<file path="config.mk">
export PLATFORM = sky130hd
export DESIGN_NAME = stack_with_bottom_increment_top
export DESIGN_NICKNAME = d
export VERILOG_FILES = /design/src/rtl/sws_pkg.sv /design/src/rtl/sws_ram.sv /design/src/rtl/sws_ctrl.sv /design/src/rtl/stack_with_bottom_increment_top.sv
export SDC_FILE = /design/constraint.sdc
export NUM_CORES = 2
export LEC_CHECK = 0
export BUFFER_PORTS_ARGS = -buffer_cell sky130_fd_sc_hd__buf_2
export CORE_MARGIN = 2
export CORE_UTILIZATION = 57
export DETAILED_ROUTE_END_ITERATION = 12
export GPL_TIMING_DRIVEN = 0
export PLACE_DENSITY_LB_ADDON = 0.2
export SLEW_MARGIN = 0
export SYNTH_ARGS = -nofsm -noshare
export SYNTH_HDL_FRONTEND = slang
export SYNTH_SLANG_ARGS = --single-unit
</file>
<file path="constraint.sdc">
create_clock -name clk -period 5.77 [get_ports clk]
set_input_delay 1.154 -clock clk [delete_from_list [all_inputs] [get_ports clk]]
set_output_delay 1.154 -clock clk [all_outputs]
set_load 0.01 [all_outputs]
</file>
<file path="src/rtl/sws_pkg.sv">
`default_nettype none
// ----------------------------------------------------------------------------
// sws_pkg
// Shared constants and helpers for the stack with bottom increment.
// ----------------------------------------------------------------------------
package sws_pkg;

	// Default configuration handed to the top level
	localparam int DEF_STACK_DEPTH = 64;
	localparam int DEF_VALUE_WIDTH = 32;

	// Fixed field widths
	localparam int FIELD_WIDTH  = 32;
	localparam int CMD_WIDTH    = 2;
	localparam int COUNT_WIDTH  = 7;
	localparam int STATUS_WIDTH = 2;
	localparam int EXT_WIDTH    = 64;

	// Command codes
	localparam logic [CMD_WIDTH-1:0] CMD_PUSH = 2'd0;
	localparam logic [CMD_WIDTH-1:0] CMD_POP  = 2'd1;
	localparam logic [CMD_WIDTH-1:0] CMD_INC  = 2'd2;

	// Status codes
	localparam logic [STATUS_WIDTH-1:0] ST_OK        = 2'd0;
	localparam logic [STATUS_WIDTH-1:0] ST_POP_EMPTY = 2'd1;
	localparam logic [STATUS_WIDTH-1:0] ST_PUSH_FULL = 2'd2;

	// Sign-extend a 32-bit field to the widest supported value width
	function automatic logic [EXT_WIDTH-1:0] sext_field(input logic [FIELD_WIDTH-1:0] f);
		return {{(EXT_WIDTH-FIELD_WIDTH){f[FIELD_WIDTH-1]}}, f};
	endfunction

endpackage
`default_nettype wire

</file>
<file path="src/rtl/sws_ram.sv">
`default_nettype none
// ----------------------------------------------------------------------------
// sws_ram
// Entry store: one write port, one read port, registered read data.
// ----------------------------------------------------------------------------
module sws_ram #(
	parameter int DEPTH = sws_pkg::DEF_STACK_DEPTH,
	parameter int WIDTH = sws_pkg::DEF_VALUE_WIDTH,
	localparam int AW = (DEPTH > 1) ? $clog2(DEPTH) : 1
) (
	input  wire logic             clk,
	input  wire logic             we,
	input  wire logic [AW-1:0]    waddr,
	input  wire logic [WIDTH-1:0] wdata,
	input  wire logic             re,
	input  wire logic [AW-1:0]    raddr,
	output logic      [WIDTH-1:0] rdata
);

	logic [WIDTH-1:0] mem [DEPTH];

	// Write port
	always_ff @(posedge clk) begin
		if (we) begin
			mem[waddr] <= wdata;
		end
	end

	// Read port
	always_ff @(posedge clk) begin
		if (re) begin
			rdata <= mem[raddr];
		end
	end

endmodule
`default_nettype wire

</file>
<file path="src/rtl/sws_ctrl.sv">
`default_nettype none
// ----------------------------------------------------------------------------
// sws_ctrl
// Command sequencer, fill counter, shared adder and result register.
// ----------------------------------------------------------------------------
module sws_ctrl #(
	parameter int STACK_DEPTH = sws_pkg::DEF_STACK_DEPTH,
	parameter int VALUE_WIDTH = sws_pkg::DEF_VALUE_WIDTH,
	localparam int AW = (STACK_DEPTH > 1) ? $clog2(STACK_DEPTH) : 1,
	localparam int CW = $clog2(STACK_DEPTH + 1)
) (
	input  wire logic                                clk,
	input  wire logic                                arst_n,
	// command side
	input  wire logic                                start,
	output logic                                     busy,
	input  wire logic [sws_pkg::CMD_WIDTH-1:0]       command,
	input  wire logic signed [sws_pkg::FIELD_WIDTH-1:0] push_value,
	input  wire logic [sws_pkg::COUNT_WIDTH-1:0]     bottom_count,
	input  wire logic signed [sws_pkg::FIELD_WIDTH-1:0] add_amount,
	// result side
	output logic                                     done,
	output logic signed [sws_pkg::FIELD_WIDTH-1:0]   top_value,
	output logic                                     is_empty,
	output logic [sws_pkg::STATUS_WIDTH-1:0]         status,
	// entry store
	output logic                                     ram_we,
	output logic [AW-1:0]                            ram_waddr,
	output logic [VALUE_WIDTH-1:0]                   ram_wdata,
	output logic                                     ram_re,
	output logic [AW-1:0]                            ram_raddr,
	input  wire logic [VALUE_WIDTH-1:0]              ram_rdata
);

	localparam int NW = (CW > sws_pkg::COUNT_WIDTH) ? CW : sws_pkg::COUNT_WIDTH;

	localparam logic [2:0] S_IDLE = 3'd0;
	localparam logic [2:0] S_EXEC = 3'd1;
	localparam logic [2:0] S_INC  = 3'd2;
	localparam logic [2:0] S_RD   = 3'd3;
	localparam logic [2:0] S_OUT  = 3'd4;

	logic [2:0]                        state_q;
	logic [sws_pkg::CMD_WIDTH-1:0]     cmd_q;
	logic [VALUE_WIDTH-1:0]            val_q;
	logic [VALUE_WIDTH-1:0]            amt_q;
	logic [CW-1:0]                     n_q;
	logic [CW-1:0]                     fill_q;
	logic [CW-1:0]                     rd_idx_q;
	logic                              pend_q;
	logic [AW-1:0]                     pidx_q;
	logic [sws_pkg::STATUS_WIDTH-1:0]  status_q;
	logic                              done_q;
	logic [sws_pkg::FIELD_WIDTH-1:0]   top_q;
	logic                              empty_q;

	logic                              accept;
	logic                              full;
	logic                              rd_more;
	logic [CW-1:0]                     top_idx;
	logic [NW-1:0]                     bc_ext;
	logic [NW-1:0]                     fill_ext;
	logic [CW-1:0]                     n_clamp;
	logic [sws_pkg::EXT_WIDTH-1:0]     push_ext;
	logic [sws_pkg::EXT_WIDTH-1:0]     amt_ext;
	logic [sws_pkg::EXT_WIDTH-1:0]     rd_ext;
	logic [VALUE_WIDTH-1:0]            sum;

	assign busy     = (state_q != S_IDLE);
	assign accept   = start && !busy;
	assign full     = (fill_q == CW'(STACK_DEPTH));
	assign rd_more  = (rd_idx_q < n_q);
	assign top_idx  = fill_q - 1'b1;

	// Count clamp against the fill level
	assign bc_ext   = NW'(bottom_count);
	assign fill_ext = NW'(fill_q);
	assign n_clamp  = (bc_ext > fill_ext) ? fill_q : CW'(bc_ext);

	// Field conversion to the stored width
	assign push_ext = sws_pkg::sext_field(push_value);
	assign amt_ext  = sws_pkg::sext_field(add_amount);
	assign rd_ext   = sws_pkg::EXT_WIDTH'(ram_rdata);

	// Shared adder, wraps at the value width
	assign sum = ram_rdata + amt_q;

	// Entry store access
	always_comb begin
		ram_we    = 1'b0;
		ram_waddr = fill_q[AW-1:0];
		ram_wdata = val_q;
		ram_re    = 1'b0;
		ram_raddr = rd_idx_q[AW-1:0];
		case (state_q)
			S_EXEC: begin
				if (cmd_q == sws_pkg::CMD_PUSH && !full) begin
					ram_we = 1'b1;
				end
			end
			S_INC: begin
				ram_re    = rd_more;
				ram_we    = pend_q;
				ram_waddr = pidx_q;
				ram_wdata = sum;
			end
			S_RD: begin
				ram_re    = (fill_q != '0);
				ram_raddr = top_idx[AW-1:0];
			end
			default: begin
			end
		endcase
	end

	// Sequencer
	always_ff @(posedge clk or negedge arst_n) begin
		if (!arst_n) begin
			state_q  <= S_IDLE;
			fill_q   <= '0;
			done_q   <= 1'b0;
			pend_q   <= 1'b0;
			status_q <= sws_pkg::ST_OK;
			empty_q  <= 1'b1;
		end else begin
			done_q <= 1'b0;
			case (state_q)
				S_IDLE: begin
					if (accept) begin
						status_q <= sws_pkg::ST_OK;
						state_q  <= S_EXEC;
					end
				end
				S_EXEC: begin
					state_q <= S_RD;
					case (cmd_q)
						sws_pkg::CMD_PUSH: begin
							if (full) begin
								status_q <= sws_pkg::ST_PUSH_FULL;
							end else begin
								fill_q <= fill_q + 1'b1;
							end
						end
						sws_pkg::CMD_POP: begin
							if (fill_q == '0) begin
								status_q <= sws_pkg::ST_POP_EMPTY;
							end else begin
								fill_q <= fill_q - 1'b1;
							end
						end
						sws_pkg::CMD_INC: begin
							pend_q  <= 1'b0;
							state_q <= S_INC;
						end
						default: begin
						end
					endcase
				end
				S_INC: begin
					// read one entry per cycle, write back the previous one
					pend_q <= rd_more;
					if (!rd_more && !pend_q) begin
						state_q <= S_RD;
					end
				end
				S_RD: begin
					if (fill_q == '0) begin
						done_q  <= 1'b1;
						empty_q <= 1'b1;
						state_q <= S_IDLE;
					end else begin
						state_q <= S_OUT;
					end
				end
				S_OUT: begin
					done_q  <= 1'b1;
					empty_q <= 1'b0;
					state_q <= S_IDLE;
				end
				default: begin
					state_q <= S_IDLE;
				end
			endcase
		end
	end

	// Payload registers
	always_ff @(posedge clk) begin
		if (accept) begin
			cmd_q <= command;
			val_q <= push_ext[VALUE_WIDTH-1:0];
			amt_q <= amt_ext[VALUE_WIDTH-1:0];
			n_q   <= n_clamp;
		end
		if (state_q == S_EXEC) begin
			rd_idx_q <= '0;
		end else if (state_q == S_INC && rd_more) begin
			rd_idx_q <= rd_idx_q + 1'b1;
			pidx_q   <= rd_idx_q[AW-1:0];
		end
		if (state_q == S_RD) begin
			top_q <= '0;
		end else if (state_q == S_OUT) begin
			top_q <= rd_ext[sws_pkg::FIELD_WIDTH-1:0];
		end
	end

	assign done      = done_q;
	assign top_value = top_q;
	assign is_empty  = empty_q;
	assign status    = status_q;

endmodule
`default_nettype wire

</file>
<file path="src/rtl/stack_with_bottom_increment_top.sv">
`default_nettype none
// ----------------------------------------------------------------------------
// stack_with_bottom_increment_top
// Bounded stack with push, pop and add-to-bottom-entries commands.
// ----------------------------------------------------------------------------
// A command is taken when start is high and busy is low. busy then stays high
// until the cycle in which the result is shown, so the next command can be
// taken at the same edge that takes the result. Every command yields exactly
// one result, held on top_value, is_empty and status for the single cycle in
// which done is high. The receiver cannot stall, so it must capture the result
// then. Push, pop and unused codes pass through an execute state and a read of
// the top entry, then an output state when the stack is left non-empty; when
// it is left empty, done is raised from the read state. An increment of n bottom
// entries (n clamped to the fill level, 64 at most for a full 64-entry stack)
// first reads and writes back those n entries, then follows the same read and
// output steps. One adder, one read port and one write port of the entry
// store are shared by all entries, so one entry is updated per cycle. No
// clearing pass is needed after reset.
// ----------------------------------------------------------------------------
module stack_with_bottom_increment_top #(
	parameter int STACK_DEPTH = sws_pkg::DEF_STACK_DEPTH,
	parameter int VALUE_WIDTH = sws_pkg::DEF_VALUE_WIDTH
) (
	input  wire logic                                   clk,
	input  wire logic                                   arst_n,
	input  wire logic                                   start,
	output logic                                        busy,
	input  wire logic [sws_pkg::CMD_WIDTH-1:0]          command,
	input  wire logic signed [sws_pkg::FIELD_WIDTH-1:0] push_value,
	input  wire logic [sws_pkg::COUNT_WIDTH-1:0]        bottom_count,
	input  wire logic signed [sws_pkg::FIELD_WIDTH-1:0] add_amount,
	output logic                                        done,
	output logic signed [sws_pkg::FIELD_WIDTH-1:0]      top_value,
	output logic                                        is_empty,
	output logic [sws_pkg::STATUS_WIDTH-1:0]            status
);

	localparam int AW = (STACK_DEPTH > 1) ? $clog2(STACK_DEPTH) : 1;

	logic                   ram_we;
	logic [AW-1:0]          ram_waddr;
	logic [VALUE_WIDTH-1:0] ram_wdata;
	logic                   ram_re;
	logic [AW-1:0]          ram_raddr;
	logic [VALUE_WIDTH-1:0] ram_rdata;

	// Sequencer and shared adder
	sws_ctrl #(
		.STACK_DEPTH(STACK_DEPTH),
		.VALUE_WIDTH(VALUE_WIDTH)
	) u_ctrl (
		.clk          (clk),
		.arst_n       (arst_n),
		.start        (start),
		.busy         (busy),
		.command      (command),
		.push_value   (push_value),
		.bottom_count (bottom_count),
		.add_amount   (add_amount),
		.done         (done),
		.top_value    (top_value),
		.is_empty     (is_empty),
		.status       (status),
		.ram_we       (ram_we),
		.ram_waddr    (ram_waddr),
		.ram_wdata    (ram_wdata),
		.ram_re       (ram_re),
		.ram_raddr    (ram_raddr),
		.ram_rdata    (ram_rdata)
	);

	// Entry store
	sws_ram #(
		.DEPTH(STACK_DEPTH),
		.WIDTH(VALUE_WIDTH)
	) u_ram (
		.clk   (clk),
		.we    (ram_we),
		.waddr (ram_waddr),
		.wdata (ram_wdata),
		.re    (ram_re),
		.raddr (ram_raddr),
		.rdata (ram_rdata)
	);

endmodule
`default_nettype wire
</file>
# Word level (Yosys, flattened, before mapping)
# Memory sizes are Yosys's and may differ from the RTL's. A register that Yosys moved wholly into a read port is not among the register bits.
# Cells that the tools add are included.
# W data, S select, Z words.
[op_classes]
n_addsub = 4
n_lt_le_gt_ge = 2
eq_ne = 16
mux = 28
bitwise = 1
reduce_logical = 23
[op_table]
columns = ["op", "n"]
rows = [
  ["$add A32 B32 Y32", 1],
  ["$mux W32", 1],
  ["$mux W7", 3],
  ["$add A7 B1 Y7 const B", 2],
  ["$pmux W7 S2", 1],
  ["$mux W6", 2],
  ["$pmux W3 S4", 1],
  ["$pmux W1 S2", 5],
  ["$mux W3", 3],
  ["$ne A3 B2 Y1 const B", 3],
  ["$pmux W2 S2", 2],
  ["$reduce_and A2 Y1", 4],
  ["$reduce_bool A2 Y1", 4],
  ["$eq A7 B7 Y1 const B", 1],
  ["$gt A7 B7 Y1", 1],
  ["$logic_not A7 Y1", 1],
  ["$lt A7 B7 Y1", 1],
  ["$mux W1", 7],
  ["$reduce_bool A7 Y1", 1],
  ["$sub A7 B1 Y7 const B", 1],
  ["$eq A3 B2 Y1 const B", 2],
  ["$mux W2", 3],
  ["$ne A2 B1 Y1 const B", 3],
  ["$ne A2 B2 Y1 const B", 3],
  ["other kinds (12)", 18],
]
[word_totals]
register_bits = 133
mem_bits_rw = 2048
out_inout_bits = 37
n_memories = 1
[memory_table]
columns = ["memory", "depth", "word_bits", "read_ports", "rd_clocked_by_memory_dff", "write_ports", "line_no", "source"]
rows = [
  ["u_ram.mem", 64, 32, 1, 1, 1, "sws_ram.sv:20", "logic [WIDTH-1:0] mem [DEPTH];"],
]

# Depth between registers and ports, before layout
[depth]
depth_word = 7
mapped_depth = 12
depth_no_buf = 10

# By module
# From an unflattened synthesis, not the netlist that was laid out.
[hier_totals]
cells_unflattened = 4025
hier_area_um2 = 86022.5
[modules_own_cells]
columns = ["mod", "n_inst", "cells_each", "area_per_inst_um2", "seq_area_each_um2"]
rows = [
  ["sws_ram", 1, 3324, 78835.6, 62459.9],
  ["sws_ctrl", 1, 701, 7186.9, 3529.6],
]

# Least setup slack after synthesis
# OpenSTA, ideal clock, no wires.
[synth_timing]
path_type = "reg-to-reg"
from = "reg u_ram.rdata[0] (read register of u_ram.mem)"
to = "mem u_ram.mem[0][12] (netlist name), data pin"
setup_ps = 702
arrival_time_ps = 4845
required_ps = 5068
setup_slack_ps = 223
stages_incl_launch_ff = 11
n_path_buf = 0
period_less_slack_ps = 5547
path_cell_list = "edfxtp_1 > ha_1 > fa_1 > a211oi_1 > o21ai_0 > a41oi_1 > o21ai_0 > a21o_1 > a21oi_1 > xnor2_1 > o21ai_0"
[synth_via]
elab_chain_cells = 2
[synth_lines]
columns = ["item", "line_no", "source"]
rows = [
  ["start: declaration", "sws_ram.sv:17", "output logic [WIDTH-1:0] rdata"],
  ["$add A32 B32 Y32", "sws_ctrl.sv:86", "assign sum = ram_rdata + amt_q;"],
  ["$mux W32", "sws_ctrl.sv:95", "case (state_q)"],
  ["via ram_wdata[12]", "stack_with_bottom_increment_top.sv:42", "logic [VALUE_WIDTH-1:0] ram_wdata;"],
  ["end: declaration", "sws_ram.sv:20", ""],
]
# The timed path passes the listed nets, and every way through them passes these cells.

# Final worst setup path
[layout_timing]
from = "reg u_ctrl.state_q[1]"
to = "reg u_ram.rdata[14] (read register of u_ram.mem), data pin"
[layout_via]
elab_chain_cells = 2
elab_cells_between_ends = 4
classes_between = "eq/ne (2); mux (2)"
[layout_lines]
columns = ["item", "line_no", "source"]
rows = [
  ["start: declaration", "sws_ctrl.sv:43", "logic [2:0] state_q;"],
  ["start signal: assignment", "sws_ctrl.sv:119", "state_q <= S_IDLE;"],
  ["start signal: assignment", "sws_ctrl.sv:131", "state_q <= S_EXEC;"],
  ["start signal: assignment", "sws_ctrl.sv:135", "state_q <= S_RD;"],
  ["$eq A3 B2 Y1", "sws_ctrl.sv:95", ""],
  ["$pmux W1 S2 / $mux W6 (equally long branches)", "sws_ctrl.sv:95", ""],
]
# Parallel ways exist; a longest one is shown, timed or not.
# A chain may end at the register's enable or synchronous reset.

==> impl_metrics.toml <==
[setup_path]
path_class = "flip-flop to flip-flop"
start_kind = "flip-flop"
crit_fanout = 10
crit_chain = "buf_2, and3b_1, buf_2, o21ai_1, clkbuf_1, buf_2, mux2i_1, mux2i_1, mux2i_1, mux2i_1"
r2r-start = "u_ctrl.state_q[1]"
r2r-end = "u_ram.rdata[14]"
cp_common_cell = "mux2i_1"
arrival_ps = 6010
ff2ff_setup_slack_ps = 260
worstPathRequired_ps = 6270
cp-end-kind = "flip-flop"
cpMaxStageDelayCell = "clkbuf_1"
critPathMaxStageDelay_ps = 1000
reg2reg_depth = 10

[sta]
finalHoldViolations = 0
drv_slew = 8
skew_ps = 30.46
setup_viol = 0
fin_crit_ps = 5507
setup_slack_ps = 262.8
worst_pin_slew_ps = 1502
slew_headroom = -0.001396
rsz0062_at_grt = "false"
clock.fmax_mhz = 181.6
finalCritPeriodShare = 0.9544

[run_status]
violations = "max-capacitance violations, max-slew violations"
status = "complete, but fails checks"

[final_layout]
fin_cells = 6721
drive_gt1_frac = 0.2742
syn2layout_area_growth_pct = 14.96
stdcell_area_sq_mm = 0.1003
fin_nets = 4636

[placed_design]
pre_cts_slack_ps = 295.2
hpwl_um = 147000
dpl_cell_area_sq_mm = 0.09367
port_buffers = 112
routabilityCongestion = 1.024
dp_cells = 6328

[grt]
grt_pass1_wl_um = 311400
grt_pass1_vias = 42890
grt_usage = 0.2821
grt-ovfl-total = 0
grt_antenna_before_repair = 6
grt_max_degree = 49

[detailed_routing]
drt_iter0_markers = 5919
wl_per_cell_um = 32.49
ant_nets = 0
vias = 43574
wirelength_um = 218400
firstDrtPassIters = 6
drcViolationCount = 0
vias_per_cell = 6.483

[cts]
cts_tree = "done"
clock-sinks = 2213
cts_hold_buffers = 0
htreeDepth = 4
clk_pin_slew_ps = 60
cts_resized = 0
cts_buffers = 211
clk_latency_ps = 840
postCtsSetupBuffers = 0
cts_buffer_depth = 3
cts_root_buf = "clkbuf_16"

[floorplanning]
dieHeight_um = 395.3
die-width_um = 395.3
coreArea_sq_mm = 0.1519
initial_utilization = 0.5744
dieArea_sq_mm = 0.1562
num_rows = 143
io_pins = 113

[synth]
synthDistinctLibCells = 60
synth_flop_cell = "edfxtp_1"
synth_area_leaders = "edfxtp_1 74%, mux4_2 13%, mux2i_1 5.6%"
yosysWarnings = 0
synth_top_cell_by_area = "edfxtp_1"
yosys_register_bits = 2213
synth_most_common_cell = "edfxtp_1"
syn_area_sq_mm = 0.08726
synth_top_area_share = 0.7430
yosysSeqAreaShare = 0.7562
avgSynthCellArea_sq_um = 21.44
synth-async-reset-ratio = 0.006778
synth.net_count = 4194
synthCells = 4070
synth_enable_flop_cells = 2159
netlist_top_cells_count = "2159 x edfxtp_1, 512 x mux4_2, 486 x mux2i_1"

[run]
cap_violations = 1

[power]
p_leak_nw = 35.13
p_per_area_mw_per_mm2 = 593.5
ir_drop_mv = 0.4630

[worst_hold_path]
min_path_type = "input pin to asynchronous set/reset pin"
[worst max path at each step]
| stage | start | endpoint | slack (ps) |
|---|---|---|---|
| 6_report | u_ctrl.state_q[1] | u_ram.rdata[14] | 260 |
| 2_1_floorplan | u_ram.rdata[0] | u_ram.mem[0][12] | 220 |
| 3_3_place_gp | u_ram.rdata[0] | u_ram.mem[16][12] | -4950 |
| 5_1_grt | u_ctrl.state_q[1] | u_ram.rdata[10] | 170 |
| 4_1_cts | u_ctrl.state_q[1] | u_ram.rdata[12] | 320 |
| 3_5_place_dp | u_ctrl.state_q[1] | u_ram.rdata[12] | 300 |
[power by group]
group | internal [mW] | leakage, nW | switching (mW)
Combinational | 8.39 | 11.9 | 15.3
Clock | 7.54 | 3.25 | 5.84
Sequential | 22.0 | 20.0 | 0.464
Total | 38.0 | 35.1 | 21.6
[layout make-up]
cell class / instances / area (sq um)
multi-input combinational: 1625 / 20850
clock inverter: 119 / 1020
fill: 9551 / 51590
timing repair buffer: 229 / 3050
tap: 2030 / 2540
sequential: 2213 / 65990
inverter: 26 / 97.59
antenna: 4 / 10.01
buffer: 206 / 1160
clock buffer: 269 / 5592
[placed cells by master (no fill, tap or decap), types with 14 or more instances in the layout]
| master | count |
|---|---|
| edfxtp_1 | 2159 |
| mux4_2 | 512 |
| mux2i_1 | 486 |
| clkbuf_16 | 214 |
| buf_2 | 206 |
| nand2_1 | 156 |
| clkbuf_1 | 97 |
| buf_12 | 89 |
| a21oi_1 | 69 |
| nor2_4 | 65 |
| clkinv_1 | 49 |
| ha_1 | 47 |
| clkinv_2 | 43 |
| buf_4 | 39 |
| dfxtp_1 | 39 |
| nor2_1 | 36 |
| o21ai_0 | 35 |
| o21ai_4 | 27 |
| inv_1 | 26 |
| xnor2_1 | 26 |
| buf_16 | 23 |
| a21o_1 | 16 |
| buf_6 | 16 |
| bufinv_16 | 16 |
| dfrtp_1 | 14 |
[stage by stage]
stage	hold slack, ps	utilization	setup TNS [ps]	power, mW
2_1_floorplan	450.3	-	0	36.21
3_3_place_gp	448.4	0.5949	-7337690	45.13
3_5_place_dp	444.8	0.6167	0	46.17
4_1_cts	198.9	0.6602	0	59.46
5_1_grt	242.6	0.6603	0	61.41
6_report	240.7	0.6604	0	59.54
[layer usage]
| metal | track usage | up-vias | share of wire |
|---|---|---|---|
| met4 | 0.1013 | 4 | 0.037 |
| li1 | - | 17774 | - |
| met3 | 0.05528 | 304 | 0.10 |
| met5 | 0 | - | 0.000092 |
| met2 | 0.4115 | 2362 | 0.45 |
| met1 | 0.4309 | 23130 | 0.41 |
[worst max-delay path, delay by kind of cell (launching register included)]
family,cells,cell delay (ps)
flip-flops,1,370
multiplexers,4,1980
AO/OA/AOI/OAI,1,630
buffers and inverters,4,1920
AND/OR/NAND/NOR,1,230
[registers in the layout (all words and copies together), names as in the netlist, 2 cells and up]
| signal | cells |
|---|---|
| u_ctrl.fill_ext | 7 |
| u_ctrl.rd_idx_q | 7 |
| u_ctrl.pidx_q | 6 |
| u_ram.mem | 2048 |
| u_ctrl.state_q | 3 |
| u_ctrl.val_q | 32 |
| u_ctrl.cmd_q | 2 |
| u_ctrl.amt_q | 32 |
| u_ctrl.status | 2 |
| u_ram.rdata | 32 |
| u_ctrl.top_value | 32 |
| u_ctrl.n_q | 7 |
[cells by family (layout without fill, tap and decap cells)]
family                   Yosys count  count (layout)  share of synthesized area
AO/OA/AOI/OAI                    207             207                    0.01410
XOR/XNOR                          39              39                   0.003915
adder cells (fa/ha/maj)           48              48                   0.006969
buffers and inverters            232             849                    0.01440
flip-flops                      2213            2213                     0.7562
multiplexers                     999             999                     0.1880
other                              0               4                          0
AND/OR/NAND/NOR                  332             332                    0.01636
(Power assumes the default switching activity.)
